--- src/lvp_pkg.sv ---
// shared types and constants for the longest valid parentheses block
package lvp_pkg;

  localparam logic [7:0] OPEN_BRACKET = 8'd40;
  localparam int LONGEST_W = 16;
  localparam int LONGEST_MAX = 65535;

  typedef struct packed {
    logic [7:0] symbol;
    logic       last;
  } item_t;

  typedef struct packed {
    logic [LONGEST_W-1:0] longest;
    logic                 overflow;
  } result_t;

endpackage

--- src/lvp_out_reg.sv ---
// result register holding one word until the receiver takes it
module lvp_out_reg (
  input  logic             clk,
  input  logic             rst,
  input  logic             load,
  input  lvp_pkg::result_t res_in,
  input  logic             out_ready,
  output logic             out_valid,
  output lvp_pkg::result_t res_out
);
  import lvp_pkg::*;

  always_ff @(posedge clk) begin
    if (rst) begin
      out_valid <= 1'b0;
    end else begin
      out_valid <= load || (out_valid && !out_ready);
    end
    if (load) begin
      res_out <= res_in;
    end
  end

endmodule

--- config.mk ---
export PLATFORM = sky130hd
export DESIGN_NAME = lvp_out_reg
export DESIGN_NICKNAME = d
export VERILOG_FILES = /design/src/lvp_pkg.sv /design/src/lvp_out_reg.sv
export SDC_FILE = /design/constraint.sdc
export NUM_CORES = 1
export LEC_CHECK = 0
export BUFFER_PORTS_ARGS = -buffer_cell sky130_fd_sc_hd__buf_4
export CORE_MARGIN = 5
export CORE_UTILIZATION = 40
export DETAILED_ROUTE_END_ITERATION = 12
export HOLD_SLACK_MARGIN = 0.1
export PLACE_DENSITY = 0.79
export SLEW_MARGIN = 10
export SYNTH_ARGS = -nofsm -noshare
export SYNTH_HDL_FRONTEND = slang
export SYNTH_SLANG_ARGS = --single-unit
--- constraint.sdc ---
create_clock -name clk -period 0.9 [get_ports clk]
set_input_delay 0.18 -clock clk [delete_from_list [all_inputs] [get_ports clk]]
set_output_delay 0.18 -clock clk [all_outputs]
set_load 0.03 [all_outputs]
* Word-level counts from Yosys, hierarchy flattened *
Cells that the tools add are included.

storage, ports and cells
  register bits = 18
  input port bits = 21
  output and inout port bits = 18
  word-level logic and storage cells = 6

cells by class
  reductions and logical operators = 3

operators by type and width
  cell               number
  logical AND 1 bit  1
  logical NOT 1 bit  1
  logical OR 1 bit   1

* Logic depth before layout (Yosys ltp) *
Gate-level depths: netlist of the first run.

  depth in word-level cells = 3
  depth in mapped cells = 2
  mapped depth without buffers = 2

* Worst setup path before layout of the first run *
No wires, ideal clock.

  path kind = register to register
  from = reg out_valid
  to = reg out_valid
  setup time = 0.066 ns
  data arrival time = 0.711 ns
  required time = 0.834 ns
  setup slack = 0.123 ns
  cell stages (with the launch flop) = 3
  buffers on the path = 0
  period minus slack after synthesis = 0.777 ns
  path through = dfxtp_1 > nand2b_1 > a21oi_2

on the way
  cells in the longest elaborated chain, start to end = 2

RTL lines
  what                    line               text
  start, declared         lvp_out_reg.sv:8   output logic out_valid,
  start signal, assigned  lvp_out_reg.sv:17  out_valid <= load || (out_valid && !out_ready);
  logical AND 1 bit       lvp_out_reg.sv:17
  logical OR 1 bit        lvp_out_reg.sv:17

Every way passes these cells.
A chain may end at the register's enable or synchronous reset.

* Worst setup path after layout of the first run *
  from = reg res_out[13] in the netlist's numbering
  to = out res_out[13] in the netlist's numbering

RTL lines
  what                    line               text
  start, declared         lvp_out_reg.sv:9   output lvp_pkg::result_t res_out
  start signal, assigned  lvp_out_reg.sv:20  res_out <= res_in;

No word-level cell between the ends.

==> summary.txt, run 1 <==
Power and ir drop
  • P_leak: 0.489 nW
  • Overall Power: 0.00184 W
  • VDD IR max: 1600 uV
  • Pwr dens: 1610 nW/um^2

Routing
  • DRT iter0 DRCs: 8
  • Wirelength, routed: 1.48 mm
  • Routed WL per cell: 15.1 um
  • DRT antenna net count: 0
  • Drt pass-1 iters: 4
  • Vias per cell: 4.38
  • Drt drc: 0
  • Vias: 429

STA
  • Tcrit/Tclk final: 115%
  • Layout Skew: 0 ns
  • Final hold violations: 0
  • Period minus WS final: 1.03 ns
  • RSZ-0062 raised after global routing: true
  • Worst-Margin Slew: 0.213 ns
  • Max_slew headroom: 85.8%
  • Final setup fails: 18
  • Final Max Tran Viols: 0
  • Setup WS post-layout: -0.134 ns
  • Fmax: 967 MHz

Synthesis
  • Area share of the leading cell type in the synthesized netlist: 92.9%
  • Synth area leader: edfxtp_1
  • Largest cells by area after synthesis: edfxtp_1, dfxtp_1, a21oi_2
  • Cells after Synth: 21
  • Net Count, Synth: 42
  • Avg Synthesized Cell Area: 26.2 um^2
  • Synth Cell Area: 549 um^2
  • Yosys warns: 0
  • Seq cells post-synth: 18
  • Seq/Total Area, Yosys: 96.6%
  • Synth cell types: 5

Clock tree
  • CTS buffer count: 3
  • Number of buffers on the longest clock path: 2
  • CTS tree: built
  • Clk_lat worst skew: 0.27 ns
  • Clock transition at the registers of the reported paths: 0.10 ns
  • CTS root buffer: clkbuf_4
  • H-Tree Depth: 1
  • Clk sink count: 18

Min path
  • Worst hold path class: primary input to flip-flop
  • Hold path depth: 3
  • Worst hold endpoint: out_valid
  • Worst Hold Launch: out_ready

Setup path
  • R2R Path End: out_valid
  • Arr. time, crit path: 0.85 ns
  • Worst-path fanout max: 1
  • Startpoint types: flip-flop
  • Slowest library cell on the worst path: edfxtp_1
  • R2R depth: 4
  • R2r setup slk: 0.09 ns
  • CP required: 0.72 ns
  • Critical Path Start: res_out[13]
  • CP Cell Sequence: buf_6
  • Worst Path Buf+Inv: 1
  • CP Class: flip-flop to output pin
  • CP max stage delay: 0.41 ns
  • Reg2reg start: out_valid
  • Critical Path Sink Type: output pin
  • Cell family with most CP delay: flip-flops

Cells and area
  • Layout Area Growth over Synthesis: 108%
  • # diodes: 0
  • Fin cells: 98
  • Most common cell after layout, fill and taps aside: buf_4
  • Share of cells above drive strength 1: 54.2%
  • Nets: 105
  • Most frequent cells in the layout: buf_4, dlygate4sd3_1, buf_6

Die
  • Die footprint: 2210 um^2
  • Die W: 47.1 um
  • Die Ht: 47.1 um
  • Core area: 1300 um^2
  • Starting Density: 42.2%
  • # IOs: 39
  • Row cnt: 13

Outcome
  • Failing checks: negative setup slack
  • Outcome: finished, violations left

Job
  • Max-cap violations: 0

Place
  • Post-Place Cells: 74
  • # port buffers: 38
  • GPL Wtd Cong: 0.626

Global route
  • GRT Util Overall: 16.1%
  • Met3 GRT Util: 4.60%
  • Gr ovfl total: 0
  • Vias in the first global route: 481
  • Met1 Resource Use GR: 19.5%
  • GR peak layer: met2
  • Largest net degree at the start of global routing: 19
  • Antenna violations before repair: 0
  • First-pass GRT wire length: 2.30 mm
  • Met2 usage: 27.6%
-- cells by family after synthesis --
kind of cell	after synthesis	synth area share, %
compound gates	1	1.59
buf+inv	1	0.683
flops	18	96.6
simple gates	1	1.14
-- stage by stage --
stage / setup WS (ns) / cell area [um^2] / setup TNS [ns] / util [%] / hold slack [ns]
after global routing: -0.198 / 1140 / -2.73 / 87.9 / 0.175
final: -0.134 / 1140 / -1.86 / 87.9 / 0.179
after CTS: -0.138 / 1140 / -1.92 / 87.3 / 0.148
after global placement: 0.182 / 853 / 0 / 65.6 / 0.337
after detailed placement: 0.170 / 853 / 0 / 65.6 / 0.335
after floorplan: 0.123 / 549 / 0 / - / 0.242
-- sequential cells by signal (all words and copies together), names as in the netlist --
| name | count |
|---|---|
| res_out | 17 |
| out_valid | 1 |
-- metal layers --
metal,vias to the layer above,part of all wire (%)
li1,205,-
met1,201,36
met2,21,56
met3,2,7.7
met4,0,0.40
met5,-,0
-- cell type report --
type                       instances  area (um^2)
timing repair buffer              58          548
sequential                        18          532
fill                              48          158
clock buffer                       4         26.3
tap                               15         18.8
multi-input combinational          2         15.0
inverter                           1         3.75
-- power breakdown --
group	leakage, nW	total (W)	internal [W]	switching (W)
logic	0.299	0.000427	0.000228	0.000199
registers	0.175	0.00102	0.000989	0.0000320
clock network	0.0150	0.000389	0.000172	0.000217
-- Yosys cell counts --
library cell	number
edfxtp_1	17
inv_1	1
nand2b_1	1
a21oi_2	1
dfxtp_1	1
-- worst max path at each step --
stage	slack, ns	cells after the start	end
final	-0.13	1	res_out[13]
after global routing	-0.20	1	res_out[13]
after CTS	-0.14	1	res_out[15]
after detailed placement	0.17	1	res_out[4]
after global placement	0.18	1	res_out[13]
after floorplan	0.12	2	out_valid
-- what timing repair did --
| item | 4_1_cts | 5_1_grt |
|---|---|---|
| setup endpoints to repair | 18 | 18 |
| hold buffers | 18 | 0 |
| setup buffers | 1 | 1 |
| endpoints found under the hold margin | 18 | 0 |
| resized for setup | 19 | 0 |
(Power assumes the default switching activity.)
==> run 2: changes to the inputs <==
Clock period 0.9 ns to 1.23 ns, I/O delays scaled along.
==> run 2 against run 1 <==
Against the previous run: the run now ends clean; global-route usage is 5.3 points lower; critical path type unchanged; register-to-register slack gained 0.56 ns; core utilization shrank 20 points; wire length fell by 28%; clock skew stayed put; via count shrank 20%; worst hold slack lost 0.044 ns; sequential cell count unchanged; clock power down 27%; first-iteration DRC count shrank 75%.
==> summary.txt, run 2 (synthesis gave the netlist of run 1 again) <==
Setup path
  • CP Cell Sequence: buf_4 (was buf_6)
  • R2r setup slk: 0.65 ns (was 0.09 ns)
  • Worst Path Buf+Inv: 1 (unchanged)
  • Startpoint types: flip-flop (unchanged)
  • R2R Path End: out_valid (unchanged)
  • Slowest library cell on the worst path: edfxtp_1 (unchanged)
  • CP required: 0.98 ns (was 0.72 ns)
  • Cell family with most CP delay: flip-flops (unchanged)
  • CP max stage delay: 0.39 ns (was 0.41 ns)
  • Worst-path fanout max: 1 (unchanged)
  • Arr. time, crit path: 0.85 ns (about the same)
  • R2R depth: 2 (was 4)
  • Reg2reg start: out_valid (unchanged)
  • Critical Path Sink Type: output pin (unchanged)
  • CP Class: flip-flop to output pin (unchanged)

Global route
  • Gr ovfl total: 0 (unchanged)
  • Antenna violations before repair: 0 (unchanged)
  • Vias in the first global route: 378 (was 481)
  • Largest net degree at the start of global routing: 19 (unchanged)
  • GRT Util Overall: 10.8% (was 16.1%)
  • First-pass GRT wire length: 1.59 mm (was 2.30 mm)

Routing
  • Drt drc: 0 (unchanged)
  • DRT antenna net count: 0 (unchanged)
  • Wirelength, routed: 1.06 mm (was 1.48 mm)
  • DRT iter0 DRCs: 2 (was 8)
  • Vias per cell: 4.37 (was 4.38)
  • Vias: 345 (was 429)
  • Drt pass-1 iters: 2 (was 4)
  • Routed WL per cell: 13.5 um (was 15.1 um)

Place
  • # port buffers: 38 (unchanged)
  • GPL Wtd Cong: 0.627 (was 0.626)
  • Area after DPL: 853 um^2 (unchanged)
  • Pre-CTS setup slack: 0.434 ns (was 0.170 ns)

STA
  • Tcrit/Tclk final: 89.3%
  • Hold WS: 0.135 ns (was 0.179 ns)
  • Period minus WS final: 1.10 ns
  • Max_slew headroom: 85.5% (was 85.8%)
  • RSZ-0062 raised after global routing: false (was true)
  • Final hold violations: 0 (unchanged)
  • Fmax: 911 MHz
  • Fin Setup TNS: 0 ns (was -1.86 ns)
  • Setup WS post-layout: 0.132 ns (was -0.134 ns)
  • Final Max Tran Viols: 0 (unchanged)
  • Layout Skew: 0 ns (unchanged)
  • Final setup fails: 0 (was 18)
  • Worst-Margin Slew: 0.218 ns (was 0.213 ns)

Power and ir drop
  • VDD IR max: 890 uV (was 1600 uV)
  • P_leak: 0.385 nW (was 0.489 nW)
  • Pwr dens: 1400 nW/um^2 (was 1610 nW/um^2)

Job
  • Max-cap violations: 0 (unchanged)

Outcome
  • Outcome: complete, no violations (was finished, violations left)

Clock tree
  • Clk sink count: 18 (unchanged)
  • CTS buffer count: 3 (unchanged)
  • Post CTS Setup Buffer Count: 0 (was 1)
  • CTS root buffer: clkbuf_4 (unchanged)
  • Post-CTS resize count: 0 (was 19)
  • Number of buffers on the longest clock path: 2 (unchanged)
  • Clock transition at the registers of the reported paths: 0.10 ns (about the same)
  • Clk_lat worst skew: 0.27 ns (about the same)
  • H-Tree Depth: 1 (unchanged)
  • CTS tree: built (unchanged)

Cells and area
  • Nets: 86 (was 105)
  • Biggest register: res_out (unchanged)
  • Most frequent cells in the layout: buf_4, edfxtp_1, clkbuf_4 (was buf_4, dlygate4sd3_1, buf_6)
  • Cell area after layout: 890 um^2 (was 1140 um^2)
  • Layout Area Growth over Synthesis: 62.0% (was 108%)
  • Share of cells above drive strength 1: 65.6% (was 54.2%)
  • Most common cell after layout, fill and taps aside: buf_4 (unchanged)
  • Leading registers by flop count: res_out (17), out_valid (1) (unchanged)
  • # diodes: 0 (unchanged)
  • Max reg flops: 17 (unchanged)

Min path
  • Hold path depth: 1 (was 3)
  • Worst hold path class: primary input to flip-flop (unchanged)
  • Worst hold endpoint: res_out[4] (was out_valid)
  • Worst Hold Launch: res_in[4] (was out_ready)

Die
  • Starting Density: 42.2% (unchanged)
  • Die W: 47.1 um (unchanged)
  • Core area: 1300 um^2 (unchanged)
  • # IOs: 39 (unchanged)
  • Die footprint: 2210 um^2 (unchanged)
  • Die Ht: 47.1 um (unchanged)
  • Row cnt: 13 (unchanged)
-- run 2: cell types whose count changed in the layout (fill, tap and decap cells not counted) --
| cell | change |
|---|---|
| dfxtp_1 | +1 |
| dlygate4sd3_1 | -17 |
| buf_4 | +16 |
| buf_6 | -18 |
| dfxtp_2 | -1 |
-- run 2: layout make-up --
type / instances / area [um^2]
Timing Repair Buffer: 39 / 295
Clock buffer: 4 / 26.3
Multi-Input combinational cell: 2 / 15.0
Tap cell: 15 / 18.8
Sequential cell: 18 / 531
Inverter: 1 / 3.75
Fill cell: 95 / 412
-- run 2: worst max-delay path by stage --
stage	start	end	cells past startpoint
2_1_floorplan	out_valid	out_valid	2
3_3_place_gp	load	res_out[13]	1
3_5_place_dp	load	res_out[4]	1
4_1_cts	res_out[15]	res_out[15]	1
5_1_grt	res_out[15]	res_out[15]	1
6_report	res_out[15]	res_out[15]	1
-- run 2: power breakdown --
| part | internal (W) | switching, W |
|---|---|---|
| combinational | 0.0000994 | 0.000132 |
| sequential | 0.000722 | 0.0000124 |
| clock | 0.000126 | 0.000158 |
-- run 2: routing by layer --
layer | wire, um | track usage (%) | part of all wire, % | vias up
li1 | - | - | - | 166
met1 | 299 | 9.75 | 28 | 162
met2 | 652 | 21.4 | 61 | 17
met3 | 112 | 4.21 | 11 | 0
met4 | 0 | 3.31 | 0 | 0
met5 | 0 | 0 | 0 | -
-- run 2: through the flow --
step | utilization [%] | instances | power (W)
after global routing | 68.4 | 79 | 0.00131
after global placement | 65.6 | 74 | 0.000975
after floorplan | - | 21 | 0.000852
after detailed placement | 65.6 | 74 | 0.000980
final | 68.4 | 79 | 0.00125
after CTS | 68.4 | 79 | 0.00127
-- run 2: repair_timing --
| item | in CTS | in global routing |
|---|---|---|
| hold endpoints to repair | 1 | 0 |
| endpoints found under the setup margin | 0 | 0 |
| hold buffers | 1 | 0 |
==> run 3: changes to the inputs <==
Settings changed: CORE_AREA from default to 5 5 42 44, CORE_MARGIN 5 to default, CORE_UTILIZATION 40 to default, CTS_BUF_LIST from default to sky130_fd_sc_hd__clkbuf_8, DIE_AREA from default to 0 0 47 49, PLACE_DENSITY 0.79 to 0.81.
==> run 3 against run 2 <==
Against the previous run: register-to-register slack got worse by 0.02 ns; worst hold slack better by 0.014 ns; wire length up 0.28%; critical path depth stayed put; global-route usage down 1.2 points; count of clock-buffer cells in the layout shrank 1; clock skew stayed put; largest power group unchanged; highest routed layer unchanged.
==> summary.txt, run 3 (synthesis gave the netlist of run 1 again) <==
Outcome
  • Outcome: complete, no violations (unchanged)

Setup path
  • Arr. time, crit path: 0.79 ns (was 0.85 ns)
  • Startpoint types: flip-flop (unchanged)
  • Worst-path fanout max: 1 (unchanged)
  • CP Class: flip-flop to output pin (unchanged)
  • CP Cell Sequence: buf_4 (unchanged)
  • CP required: 0.98 ns (about the same)
  • Slowest library cell on the worst path: edfxtp_1 (unchanged)
  • Critical Path Sink Type: output pin (unchanged)
  • Cell family with most CP delay: flip-flops (unchanged)
  • Worst Path Buf+Inv: 1 (unchanged)
  • CP max stage delay: 0.37 ns (was 0.39 ns)

Clock tree
  • Clk_lat worst skew: 0.24 ns (was 0.27 ns)
  • Clk sink count: 18 (unchanged)
  • Hold buffer count at CTS: 0 (was 1)
  • Post CTS Setup Buffer Count: 0 (unchanged)
  • Number of buffers on the longest clock path: 2 (unchanged)
  • CTS tree: built (unchanged)
  • Post-CTS resize count: 0 (unchanged)
  • H-Tree Depth: 1 (unchanged)
  • Clock transition at the registers of the reported paths: 0.06 ns (was 0.10 ns)
  • CTS buffer count: 3 (unchanged)
  • CTS root buffer: clkbuf_8 (was clkbuf_4)

STA
  • Period minus WS final: 1.04 ns (was 1.10 ns)
  • Layout Skew: 0 ns (unchanged)
  • Tcrit/Tclk final: 84.4% (was 89.3%)
  • Hold WS: 0.149 ns (was 0.135 ns)
  • Max_slew headroom: 85.6% (was 85.5%)
  • Fmax: 963 MHz (was 911 MHz)
  • RSZ-0062 raised after global routing: false (unchanged)
  • Final setup fails: 0 (unchanged)
  • Final hold violations: 0 (unchanged)
  • Fin Setup TNS: 0 ns (unchanged)
  • Final Max Tran Viols: 0 (unchanged)
  • Worst-Margin Slew: 0.216 ns (was 0.218 ns)

Power and ir drop
  • Overall Power: 0.00136 W (was 0.00125 W)
  • Pwr dens: 1510 nW/um^2 (was 1400 nW/um^2)
  • P_leak: 0.393 nW (was 0.385 nW)
  • VDD IR max: 1010 uV (was 890 uV)

Cells and area
  • Most common cell after layout, fill and taps aside: buf_4 (unchanged)
  • Core Util, Final: 64.2% (was 68.4%)
  • Layout Area Growth over Synthesis: 63.8% (was 62.0%)
  • Biggest register: res_out (unchanged)
  • # diodes: 0 (unchanged)
  • Max reg flops: 17 (unchanged)
  • Nets: 85 (was 86)
  • Cell area after layout: 900 um^2 (was 890 um^2)
  • Fillers: 114 (was 95)
  • Share of cells above drive strength 1: 66.7% (was 65.6%)
  • Leading registers by flop count: res_out (17), out_valid (1) (unchanged)
  • Most frequent cells in the layout: buf_4, edfxtp_1, clkbuf_8 (was buf_4, edfxtp_1, clkbuf_4)

Global route
  • Vias in the first global route: 384 (was 378)
  • Gr ovfl total: 0 (unchanged)
  • Largest net degree at the start of global routing: 19 (unchanged)
  • GRT Util Overall: 9.56% (was 10.8%)
  • Antenna violations before repair: 0 (unchanged)
  • First-pass GRT wire length: 1.57 mm (was 1.59 mm)

Die
  • # IOs: 39 (unchanged)
  • Die Ht: 49 um (was 47.1 um)
  • Core area: 1400 um^2 (was 1300 um^2)
  • Starting Density: 39.2% (was 42.2%)
  • Die footprint: 2300 um^2 (was 2210 um^2)
  • Die W: 47 um (was 47.1 um)
  • Row cnt: 14 (was 13)

Routing
  • Routed WL per cell: 13.5 um (about the same)
  • DRT iter0 DRCs: 0 (was 2)
  • DRT antenna net count: 0 (unchanged)
  • Vias per cell: 4.23 (was 4.37)
  • Wirelength, routed: 1.07 mm (was 1.06 mm)
  • Drt pass-1 iters: 1 (was 2)
  • Vias: 334 (was 345)
  • Drt drc: 0 (unchanged)

Place
  • GPL Wtd Cong: 0.611 (was 0.627)
  • Post-DP HPWL: 845 um
  • Area after DPL: 855 um^2 (was 853 um^2)
  • # port buffers: 38 (unchanged)

Job
  • Max-cap violations: 0 (unchanged)

Min path
  • Worst hold path class: primary input to flip-flop (unchanged)
-- run 3: worst paths after layout --
path / to / slack (ns) / cells after the start / start
setup reg to reg: out_valid / 0.63 / 2 / out_valid
hold / removal: out_valid / 0.15 / 2 / rst
hold reg to reg: out_valid / 0.49 / 2 / out_valid
setup / recovery: res_out[10] / 0.19 / 1 / res_out[10]
-- run 3: cell type report --
type	instances	area, um^2	area share, %
flip-flops and latches	18	531	59.0
inverters	1	3.75	0.417
repair buffers	38	285	31.7
clock inverters	1	3.75	0.417
well taps	16	20.0	2.23
clock buffers	3	41.3	4.59
multi-input cells	2	15.0	1.67
-- run 3: per-stage QoR --
stage,setup WS (ns),cells
after CTS,0.174,79
after global placement,0.444,75
after global routing,0.156,79
after floorplan,0.453,21
after detailed placement,0.429,75
final,0.192,79
-- run 3: report_power, final --
group          total (W)  internal [W]  switching (W)
sequential      0.000735      0.000723      0.0000124
combinational   0.000227     0.0000973       0.000130
clock           0.000395      0.000221       0.000174
total            0.00136       0.00104       0.000316
-- run 3: routing by layer --
| layer | up-vias | track usage, % | wire length, um | share of wire, % |
|---|---|---|---|---|
| met5 | - | 0 | 0 | 0 |
| li1 | 164 | - | - | - |
| met2 | 23 | 17.6 | 575 | 54 |
| met3 | 0 | 4.43 | 160 | 15 |
| met1 | 147 | 7.21 | 331 | 31 |
| met4 | 0 | 5.53 | 0 | 0 |
